### src/rtl/rc_pkg.sv
// ----------------------------------------------------------------------------
// Rational compare package
// Shared types and codes for the continued-fraction comparator.
// ----------------------------------------------------------------------------
package rc_pkg;

  localparam logic [1:0] ORDER_LESS    = 2'd0;
  localparam logic [1:0] ORDER_EQUAL   = 2'd1;
  localparam logic [1:0] ORDER_GREATER = 2'd2;

  typedef enum logic [2:0] {
    ST_IDLE,
    ST_DIV_A,
    ST_DIV_C,
    ST_DECIDE,
    ST_OUT
  } rc_state_e;

  // controller -> datapath
  typedef struct packed {
    logic load;      // capture input transaction
    logic div_start; // begin a division
    logic div_sel;   // 0: a/b, 1: c/d
    logic advance;   // swap to reciprocal of remainders
    logic finish;    // write result register
  } rc_cmd_t;

  // datapath -> controller
  typedef struct packed {
    logic div_done;
    logic invalid;   // a denominator was zero at load
    logic decided;   // current round gives a verdict
  } rc_sts_t;

endpackage

### src/rtl/rc_ctrl.sv
// ----------------------------------------------------------------------------
// Rational compare controller
// Sequences load, two divisions per round, decision and output hand-off.
// ----------------------------------------------------------------------------
module rc_ctrl (
  input  logic           clk_i,
  input  logic           rst_ni,
  input  logic           in_valid_i,
  output logic           in_ready_o,
  output logic           out_valid_o,
  input  logic           out_ready_i,
  output rc_pkg::rc_cmd_t cmd_o,
  input  rc_pkg::rc_sts_t sts_i
);
  import rc_pkg::*;

  rc_state_e state_q, state_d;

  always_ff @(posedge clk_i or negedge rst_ni) begin
    if (!rst_ni) begin
      state_q <= ST_IDLE;
    end else begin
      state_q <= state_d;
    end
  end

  always_comb begin
    state_d     = state_q;
    cmd_o       = '0;
    in_ready_o  = 1'b0;
    out_valid_o = 1'b0;
    unique case (state_q)
      ST_IDLE: begin
        in_ready_o = 1'b1;
        if (in_valid_i) begin
          cmd_o.load = 1'b1;
          state_d    = ST_DIV_A;
        end
      end
      ST_DIV_A: begin
        if (sts_i.invalid) begin
          cmd_o.finish = 1'b1;
          state_d      = ST_OUT;
        end else begin
          cmd_o.div_start = 1'b1;
          state_d         = ST_DIV_C;
        end
      end
      ST_DIV_C: begin
        if (sts_i.div_done) begin
          cmd_o.div_start = 1'b1;
          cmd_o.div_sel   = 1'b1;
          state_d         = ST_DECIDE;
        end
      end
      ST_DECIDE: begin
        cmd_o.div_sel = 1'b1;
        if (sts_i.div_done) begin
          if (sts_i.decided) begin
            cmd_o.finish = 1'b1;
            state_d      = ST_OUT;
          end else begin
            cmd_o.advance   = 1'b1;
            state_d         = ST_DIV_A;
          end
        end
      end
      ST_OUT: begin
        out_valid_o = 1'b1;
        if (out_ready_i) state_d = ST_IDLE;
      end
      default: state_d = ST_IDLE;
    endcase
  end

endmodule

### src/rtl/rc_datapath.sv
// ----------------------------------------------------------------------------
// Rational compare datapath
// Fraction registers, one shared radix-2 divider and the verdict logic.
// ----------------------------------------------------------------------------
module rc_datapath #(
  parameter int VALUE_WIDTH = 63
) (
  input  logic                   clk_i,
  input  logic                   rst_ni,
  input  logic [VALUE_WIDTH-1:0] fn_i,
  input  logic [VALUE_WIDTH-1:0] fd_i,
  input  logic [VALUE_WIDTH-1:0] sn_i,
  input  logic [VALUE_WIDTH-1:0] sd_i,
  input  rc_pkg::rc_cmd_t        cmd_i,
  output rc_pkg::rc_sts_t        sts_o,
  output logic [1:0]             order_o,
  output logic                   invalid_o
);
  import rc_pkg::*;

  localparam int W  = VALUE_WIDTH;
  localparam int CW = $clog2(W + 1);

  logic [W-1:0] a_q, b_q, c_q, d_q;
  logic         flip_q, inv_q;
  // divider
  logic [W-1:0] dq_q, dr_q, ddiv_q;
  logic [CW-1:0] cnt_q;
  logic          busy_q;
  // stored quotient/remainder of a/b
  logic [W-1:0] qa_q, ra_q;
  logic [1:0]   order_q;
  logic         oinv_q;

  logic [W:0]   trial;
  logic [W-1:0] shifted_r;
  logic         fin;

  assign trial     = {dr_q, dq_q[W-1]} - {1'b0, ddiv_q};
  assign fin       = busy_q && (cnt_q == CW'(1));

  // verdict on completion of c/d (next values)
  logic [W-1:0] qc, rc;
  logic         lt, dec;
  logic [1:0]   ord;
  always_comb begin
    qc  = {dq_q[W-2:0], ~trial[W]};
    rc  = trial[W] ? {dr_q[W-2:0], dq_q[W-1]} : trial[W-1:0];
    dec = 1'b1;
    ord = ORDER_EQUAL;
    if (qa_q != qc) begin
      lt  = (qa_q < qc) ^ flip_q;
      ord = lt ? ORDER_LESS : ORDER_GREATER;
    end else if (ra_q == '0 || rc == '0) begin
      lt  = (ra_q == '0) ^ flip_q;
      if (ra_q == '0 && rc == '0) ord = ORDER_EQUAL;
      else                        ord = lt ? ORDER_LESS : ORDER_GREATER;
    end else begin
      lt  = 1'b0;
      dec = 1'b0;
    end
  end
  assign shifted_r = '0;

  always_ff @(posedge clk_i or negedge rst_ni) begin
    if (!rst_ni) begin
      busy_q <= 1'b0;
      cnt_q  <= '0;
    end else if (cmd_i.div_start) begin
      busy_q <= 1'b1;
      cnt_q  <= CW'(W);
    end else if (busy_q) begin
      cnt_q  <= cnt_q - CW'(1);
      if (cnt_q == CW'(1)) busy_q <= 1'b0;
    end
  end

  always_ff @(posedge clk_i) begin
    if (cmd_i.load) begin
      a_q    <= fn_i;
      b_q    <= fd_i;
      c_q    <= sn_i;
      d_q    <= sd_i;
      flip_q <= 1'b0;
      inv_q  <= (fd_i == '0) || (sd_i == '0);
    end
    if (cmd_i.div_start) begin
      dq_q   <= cmd_i.div_sel ? c_q : a_q;
      ddiv_q <= cmd_i.div_sel ? d_q : b_q;
      dr_q   <= shifted_r;
    end else if (busy_q) begin
      dq_q <= {dq_q[W-2:0], ~trial[W]};
      dr_q <= trial[W] ? {dr_q[W-2:0], dq_q[W-1]} : trial[W-1:0];
    end
    // a/b result is captured as c/d division is launched
    if (cmd_i.div_start && cmd_i.div_sel) begin
      qa_q <= {dq_q[W-2:0], ~trial[W]};
      ra_q <= trial[W] ? {dr_q[W-2:0], dq_q[W-1]} : trial[W-1:0];
    end
    if (cmd_i.advance) begin
      a_q    <= b_q;
      b_q    <= ra_q;
      c_q    <= d_q;
      d_q    <= rc;
      flip_q <= ~flip_q;
    end
    if (cmd_i.finish) begin
      order_q <= inv_q ? ORDER_EQUAL : ord;
      oinv_q  <= inv_q;
    end
  end

  assign sts_o.div_done = fin;
  assign sts_o.invalid  = inv_q;
  assign sts_o.decided  = dec;
  assign order_o        = order_q;
  assign invalid_o      = oinv_q;

endmodule

### src/rtl/rational_compare_top.sv
// ----------------------------------------------------------------------------
// Rational compare top level
// Exact three-way ordering of two nonnegative fractions.
// ----------------------------------------------------------------------------
// One transaction at a time. Each continued-fraction round runs two
// VALUE_WIDTH-step divisions on one shared restoring divider; rounds repeat
// until the quotients or remainders decide the order, up to roughly 90 rounds
// at 63 bits. A zero denominator skips the divisions (invalid set, order
// equal). The result is held on the master side until taken; the next item is
// accepted after that.
// ----------------------------------------------------------------------------
module rational_compare_top #(
  parameter int VALUE_WIDTH = 63
) (
  input  logic         clk_i,
  input  logic         rst_ni,
  input  logic         s_axis_tvalid,
  output logic         s_axis_tready,
  // [62:0] first_numerator, [125:63] first_denominator,
  // [188:126] second_numerator, [251:189] second_denominator, [255:252] zero
  input  logic [255:0] s_axis_tdata,
  output logic         m_axis_tvalid,
  input  logic         m_axis_tready,
  // [1:0] order, [2] invalid, [7:3] zero
  output logic [7:0]   m_axis_tdata
);
  import rc_pkg::*;

  rc_cmd_t cmd;
  rc_sts_t sts;
  logic [1:0] order;
  logic       invalid;

  rc_ctrl u_ctrl (
    .clk_i, .rst_ni,
    .in_valid_i (s_axis_tvalid),
    .in_ready_o (s_axis_tready),
    .out_valid_o(m_axis_tvalid),
    .out_ready_i(m_axis_tready),
    .cmd_o      (cmd),
    .sts_i      (sts)
  );

  // only the low VALUE_WIDTH bits of each field take part
  rc_datapath #(.VALUE_WIDTH(VALUE_WIDTH)) u_dp (
    .clk_i, .rst_ni,
    .fn_i     (s_axis_tdata[VALUE_WIDTH-1:0]),
    .fd_i     (s_axis_tdata[63 +: VALUE_WIDTH]),
    .sn_i     (s_axis_tdata[126 +: VALUE_WIDTH]),
    .sd_i     (s_axis_tdata[189 +: VALUE_WIDTH]),
    .cmd_i    (cmd),
    .sts_o    (sts),
    .order_o  (order),
    .invalid_o(invalid)
  );

  assign m_axis_tdata = {5'b0, invalid, order};

endmodule

### config.mk
export PLATFORM = sky130hd
export DESIGN_NAME = rational_compare_top
export DESIGN_NICKNAME = d
export VERILOG_FILES = /design/src/rtl/rc_pkg.sv /design/src/rtl/rc_ctrl.sv /design/src/rtl/rc_datapath.sv /design/src/rtl/rational_compare_top.sv
export SDC_FILE = /design/constraint.sdc
export NUM_CORES = 1
export LEC_CHECK = 0
export BUFFER_PORTS_ARGS = -buffer_cell sky130_fd_sc_hd__buf_2
export CORE_MARGIN = 2
export CORE_UTILIZATION = 62
export DETAILED_ROUTE_END_ITERATION = 8
export GPL_TIMING_DRIVEN = 0
export PLACE_DENSITY_LB_ADDON = 0.2
export SETUP_SLACK_MARGIN = 0.4
export SLEW_MARGIN = 20
export SYNTH_ARGS = -nofsm -noshare
export SYNTH_HDL_FRONTEND = slang
export SYNTH_HIERARCHICAL = 1
export SYNTH_SLANG_ARGS = --single-unit
### constraint.sdc
create_clock -name clk_i -period 25.8 [get_ports clk_i]
set_input_delay 7.74 -clock clk_i [delete_from_list [all_inputs] [get_ports clk_i]]
set_output_delay 7.74 -clock clk_i [all_outputs]
set_load 0.02 [all_outputs]
==> metrics.yaml, run 1 <==
outcome:
  status: "complete, no violations"
timing:
  worst_slack_ns: 16.20
  timing.final.max_slew_violations: 0
  worst_pin_slew_ns: 1.23
  timing_hold_violations_final: 0
  setup-tns-final_ns: 0
  timing.slew.headroom: 0.169
  rsz0062_at_grt: "false"
  tmin_final_ns: 9.60
  final.setup_skew_ns: 0.0250
  final_min_period_over_clock_period: 0.372
  setup_violation_total_in_the_final_timing_report: 0
  timing.fmax_ghz: 0.104
global_route:
  grt_first_pass_wirelength_mm: 139
  antenna_found_initial: 3
  first_global_vias: 22600
  total_grt_overflow: 0
  gr-max-usage-layer: "met2"
  grtUsageMet2: 0.604
  grt_start_max_net_pins: 51
  global_route.usage.total: 0.375
  gr-usage-met1: 0.531
  gr-usage-met3: 0.0466
clock_tree:
  clock_slew_at_the_register_clock_pins_of_the_worst_setup_and_hold_paths_ns: 0.06
  post_cts_resized: 0
  insertion_delay_ns: 0.63
  cts_buffer_depth: 3
  tritoncts: "yes"
  htree_levels: 2
  cts_buffers: 58
  clock-root-buffer: "clkbuf_16"
  clock_sinks: 582
  post-cts-setup-buffers: 0
  cts.hold.buffers_added: 0
drt:
  drt-initial-drc-count: 2921
  routed-via-count: 23000
  drt-wirelength-per-cell_um: 26.6
  first_pass_iters: 7
  drc_errors: 0
  routed_via_density: 6.42
  drt.antenna.violating_nets: 0
  wl_mm: 95.0
critical_path:
  worstSetupPathType: "input pin to register"
  start_kind: "input pin"
  crit_path_top_delay_cell: "nor4_1"
  arrival_ns: 10.05
  worst-path-buf-inv: 1
  cp_data_required_time_ns: 26.26
  worst_setup_path_end_kind: "register"
  cpLargestDelayFamily: "simple AND/OR/NAND/NOR gates"
  timing.critical_path.fanout_max: 2
  cp_cell_sequence: "buf_2, nor4_1, nand4_1, or4_1, nand2_1"
  timing.critical_path.slowest_cell_delay_ns: 0.99
placement:
  detailedPlace.worstSlack_ns: 15.70
  placed_cells: 3460
  placer_s_final_routability_congestion_estimate: 0.991
  place.detailed.hpwl_mm: 73.3
  numPortBuffers: 260
synthesis:
  synthTopCellsByArea: "edfxtp_1, mux2_2, ha_1, a21oi_1, dfxtp_1"
  ys.warnings.count: 6
  synth_async_sr_flop_share: 0.0172
  synthDistinctLibCells: 77
  synth.ff_latch_count: 582
  synthCells: 2569
  synth_enable_flop_cells: 509
  syn-cell-area_um2: 30200
  synth_top_area_frac: 0.507
  synthesis.area_per_instance_um2: 11.7
  yosys.area.top_type: "edfxtp_1"
  synth_sequential_area_ratio: 0.557
  ys.flop_type: "edfxtp_1"
power:
  vdd_ir_drop_max_v: 0.0000816
  powerDensity_nw_per_um2: 129
  power.share.switching: 0.418
  p_clk_frac: 0.196
  internal_power_w: 0.00259
  power_w: 0.00445
  leakage_power_nw: 13.6
  sequentialPowerShare: 0.349
  switching_power_w: 0.00186
  power.share.combinational: 0.455
final_layout:
  synthToLayoutAreaGrowth_pct: 14.5
  design.final.nets: 3296
  layout_filler_cell_count: 3268
  final_util: 0.722
  drive_above_1_share: 0.224
  most-common-layout-cells: "edfxtp_1, nor2_1, buf_2"
  post_layout_nonfiller_instances: 3574
  final_common_cell: "edfxtp_1"
  final-seq-area_um2: 16800
  multiInputGateArea_um2: 12100
die:
  die_outline_area_um2: 50400
  row_count: 80
  io_pins: 270
  core_area_um2: 47800
  chipWidth_um: 225
  initial_core_utilization: 0.630
  vert_die_dim_um: 225
flow_run:
  timing.max_cap.violations: 0
min_path:
  hp-class: "register to register"
per-layer routing:
layer  routed length (µm)  vias up  part of all wire
met4                 3360        0             0.035
met3                 8720      188             0.092
met5                    0        -                 0
met1                38800    11300              0.41
met2                44200     1314              0.46
li1                     -    10200                 -
state kept, by name, summed over array words and instances (netlist names):
| register | cells |
|---|---|
| u_dp/a_q | 63 |
| u_dp/b_q | 63 |
| u_dp/c_q | 63 |
| u_dp/d_q | 63 |
| u_dp/ddiv_q | 63 |
| u_dp/dq_q | 63 |
| u_dp/dr_q | 63 |
| u_dp/qa_q | 63 |
| u_dp/ra_q | 63 |
| u_dp/cnt_q | 6 |
| u_ctrl/state_q | 3 |
| u_dp/order_o | 2 |
| u_dp/busy_q | 1 |
| u_dp/flip_q | 1 |
| u_dp/inv_q | 1 |
| u_dp/invalid_o | 1 |
power groups by stage:
| stage | logic, W | registers [W] | clock network [W] |
|---|---|---|---|
| after floorplan | 0.00134 | 0.00151 | 0 |
| after global placement | 0.00190 | 0.00158 | 0 |
| after detailed placement | 0.00196 | 0.00156 | 0 |
| after CTS | 0.00199 | 0.00155 | 0.000876 |
| after global routing | 0.00219 | 0.00157 | 0.000908 |
| final | 0.00203 | 0.00155 | 0.000873 |
worst paths after layout:
| check | slack, ns | endpoint | startpoint | cells past startpoint |
|---|---|---|---|---|
| max in group asynchronous | 18.62 | u_dp/cnt_q[0] | rst_ni | 1 |
| setup / recovery | 16.20 | u_dp/inv_q | s_axis_tdata[95] | 5 |
| setup reg to reg | 16.65 | u_dp/d_q[30] | u_dp/dr_q[15] | 27 |
| hold reg to reg | 0.48 | u_dp/qa_q[14] | u_dp/dq_q[13] | 0 |
| min in group asynchronous | 6.98 | u_ctrl/state_q[2] | rst_ni | 1 |
| hold / removal | 0.48 | u_dp/qa_q[14] | u_dp/dq_q[13] | 0 |
worst reg2reg max path, stage by stage (launching register included):
cell,delay (ns)
dfxtp_1,0.38
ha_1,0.31
clkbuf_2,0.17
a21oi_1,0.10
o21ai_1,0.31
a211oi_1,0.16
o31ai_1,0.84
o21ai_2,0.16
o211ai_2,0.16
xnor2_4,0.20
inv_2,0.18
buf_2,0.39
buf_1,0.63
buf_2,0.52
ha_1,0.20
nand4_1,0.07
nor2_1,0.13
nand4_1,0.22
inv_1,0.17
nand2_1,0.07
buf_4,0.14
nor3_1,0.18
clkbuf_1,0.86
clkbuf_2,0.68
or2_4,0.58
buf_12,0.33
buf_12,0.28
buf_12,0.32
cell type report:
type / count / area share
flip-flops and latches: 582 / 0.486
repair buffers: 272 / 0.0456
multi-input cells: 1660 / 0.351
clock buffers: 85 / 0.0476
well taps: 615 / 0.0223
diodes: 5 / 0.000362
clock inverters: 24 / 0.00899
inverters: 202 / 0.0220
plain buffers: 129 / 0.0159
logic make-up (layout without fill, tap and decap cells):
logic type               after synthesis  count (layout)  synth area share
other                                  1              10          0.000124
multiplexers                         352             352             0.128
XOR/XNOR                              63              63            0.0189
AO/OA/AOI/OAI                        511             511             0.105
buffers and inverters                331             712            0.0433
adder cells (fa/ha/maj)              131             131            0.0546
AND/OR/NAND/NOR                      598             598            0.0938
flip-flops                           582             582             0.557
metrics by stage:
step           hold slack [ns]  cell area (µm²)
2_1_floorplan            0.451            30200
3_3_place_gp             0.462            32200
3_5_place_dp             0.466            32600
4_1_cts                  0.478            34500
5_1_grt                  0.494            34500
6_report                 0.480            34500
cells in the mapped netlist, types with 3 or more instances:
master    count
a211oi_1     67
o31a_1        3
nand3b_1      4
and2_1        4
o21ai_1       5
dfxtp_1      63
inv_1       200
mux2i_1      95
xor2_1       31
nor3b_1       3
ha_1        130
nand4_1      54
a21oi_1     254
clkbuf_1     94
edfxtp_1    509
buf_4        10
dfrtp_1      10
or3_1        10
a31oi_1       9
or4_1         4
o211ai_1      4
nor4_1       66
nand3_1      17
o21ai_0      47
nand2b_1     17
o31ai_1       4
nand2_1      86
o221ai_1      4
nor2_1      277
nor2b_1       9
mux2_2      255
and3_1        5
a311oi_1      3
o21a_1       12
xnor2_1      31
buf_1        10
a21o_1       58
and4_1        5
buf_2        13
a21oi_2       3
nor3_1       27
o21bai_1     14
Power figures use the tool's default switching activity.
==> inputs of run 2 (changes only) <==
Settings changed: CORE_UTILIZATION 62 to 54.
Clock period 25.8 ns to 8.1 ns, I/O delays scaled along.
==> metrics.yaml, run 2 (synthesized netlist as in run 1, its figures left out) <==
critical_path:
  cp_data_required_time_ns: 8.42  # -17.84 ns
  timing.critical_path.fanout_max: 54  # +52
  worst_setup_path_end_kind: "register"
  cp_cell_sequence: "inv_1, ha_1, o211ai_1, a21oi_1, o211ai_2, a2111oi_4, nor2_1, o21bai_1, a21o_1, xnor2_1, a41oi_1, or4b_1, or4_1, or4_1, ha_1, nand2_1, buf_4, nor3_1, clkbuf_4, clkbuf_8, or2_4, buf_16, buf_16"
  worst_setup_path_startpoint: "u_dp/ddiv_q[3]"
  crit_path_top_delay_cell: "a2111oi_4"
  timing.critical_path.slowest_cell_delay_ns: 0.66  # -0.33 ns
  start_kind: "register"
  worstSetupPathType: "register to register"
  arrival_ns: 7.96  # -2.09 ns
  timing.rr.start: "u_dp/ddiv_q[3]"
timing:
  timing.fmax_ghz: 0.131
  timing_hold_violations_final: 0  # unchanged
  timing.final.max_slew_violations: 0  # unchanged
  worst_slack_ns: 0.465  # -15.74 ns
  timing.slew.headroom: 0.0906  # -0.0786
  worst_pin_slew_ns: 1.35  # +0.117 ns
  setup_violation_total_in_the_final_timing_report: 0  # unchanged
  final_min_period_over_clock_period: 0.943
  tmin_final_ns: 7.64
  setup-tns-final_ns: 0  # unchanged
  final.setup_skew_ns: 0.0259  # +0.000858 ns
  rsz0062_at_grt: "false"
clock_tree:
  insertion_delay_ns: 0.62  # about the same
  cts_buffers: 60  # +3.4%
  tritoncts: "yes"
  cts_buffer_depth: 3  # unchanged
  clock_slew_at_the_register_clock_pins_of_the_worst_setup_and_hold_paths_ns: 0.06  # about the same
  clock_sinks: 582  # unchanged
  htree_levels: 2  # unchanged
  cts.hold.buffers_added: 0  # unchanged
  clock-root-buffer: "clkbuf_16"
drt:
  drt-wirelength-per-cell_um: 25.8  # -2.9%
  drt-initial-drc-count: 2514  # -14%
  routed-via-count: 22400  # -2.2%
  drt.antenna.violating_nets: 0  # unchanged
  wl_mm: 95.7  # +0.76%
  drc_errors: 0  # unchanged
  routed_via_density: 6.05  # -5.7%
  first_pass_iters: 7  # unchanged
final_layout:
  final_util: 0.631  # -0.0906
  layout_filler_cell_count: 4373  # +34%
  design.final.nets: 3300  # +0.12%
  synthToLayoutAreaGrowth_pct: 15.5
  final_common_cell: "edfxtp_1"
  drive_above_1_share: 0.231  # +0.00706
  most-common-layout-cells: "edfxtp_1, nor2_1, buf_2"
power:
  powerDensity_nw_per_um2: 411  # +220%
  vdd_ir_drop_max_v: 0.000254  # +210%
  leakage_power_nw: 13.7  # +0.61%
global_route:
  first_global_vias: 21900  # -3.3%
  total_grt_overflow: 0  # unchanged
  antenna_found_initial: 3  # unchanged
  global_route.usage.total: 0.328  # -0.0472
  grt_start_max_net_pins: 56  # +9.8%
  grt_first_pass_wirelength_mm: 138  # -0.69%
placement:
  detailedPlace.worstSlack_ns: -0.728  # -16.43 ns
  placer_s_final_routability_congestion_estimate: 0.961  # -3.0%
  numPortBuffers: 260  # unchanged
  place.detailed.hpwl_mm: 74.6  # +1.8%
min_path:
  timing.hold.worst.start: "u_dp/dq_q[53]"
  hp-class: "register to register"
die:
  chipWidth_um: 240  # +7.0%
  vert_die_dim_um: 240  # +7.0%
  initial_core_utilization: 0.546  # -0.0840
  io_pins: 270  # unchanged
  die_outline_area_um2: 57800  # +15%
  core_area_um2: 55200  # +15%
  row_count: 86  # +7.5%
outcome:
  status: "complete, no violations"
flow_run:
  timing.max_cap.violations: 0  # unchanged
-- run 2: area by class of cell --
class	instances	area, µm²	area share
multi-input cells	1662	12200	0.350
plain buffers	129	571	0.0164
clock buffers	90	1810	0.0519
well taps	748	936	0.0269
repair buffers	272	1570	0.0452
diodes	1	2.50	0.0000718
clock inverters	22	215	0.00618
inverters	202	758	0.0218
flip-flops and latches	582	16800	0.482
-- run 2: timing repair --
item,4_1_cts,5_1_grt
gates cloned,1,1
resized for setup,13,5
setup endpoints to repair,488,252
setup buffers,0,0
pin swaps,1,1
-- run 2: stage by stage --
| step | hold slack (ns) | power (W) | instances | instance area, µm² |
|---|---|---|---|---|
| global route | 0.489 | 0.0150 | 3707 | 34800 |
| global placement | 0.461 | 0.0112 | 3581 | 32400 |
| floorplan | 0.451 | 0.00905 | 2573 | 30200 |
| finish | 0.475 | 0.0143 | 3708 | 34800 |
| CTS | 0.478 | 0.0142 | 3706 | 34800 |
| detailed placement | 0.467 | 0.0113 | 3593 | 32700 |
-- run 2: worst paths after layout --
path	cells past startpoint	endpoint	slack, ns
max	23	u_dp/d_q[30]	0.46
min	0	u_dp/qa_q[54]	0.47
max reg2reg	23	u_dp/d_q[30]	0.46
min reg2reg	0	u_dp/qa_q[54]	0.47
max in group asynchronous	1	u_dp/busy_q	6.24
min in group asynchronous	1	u_ctrl/state_q[0]	1.67
-- run 2: report_power, final --
part           total (W)  internal [W]  switching [W]  leakage [nW]
registers        0.00494       0.00441       0.000536          5.36
clock network    0.00282       0.00166        0.00116          1.01
logic            0.00654       0.00224        0.00430          7.29
-- run 2: worst max-delay path, delay by kind of cell, from the launching register on --
family          cells  cell delay (ns)
xor+xnor            1             0.17
compound gates      7             2.24
flops               1             0.35
buf+inv             6             1.25
simple gates        7             2.56
fa+ha+maj           2             0.61
-- run 2: metal layers --
layer	share of wire	global-route usage	up-vias
met1	0.43	0.462	11100
met2	0.46	0.524	1022
met3	0.081	0.0550	129
met4	0.028	0.0952	4
met5	0.00072	0	-
li1	-	-	10200
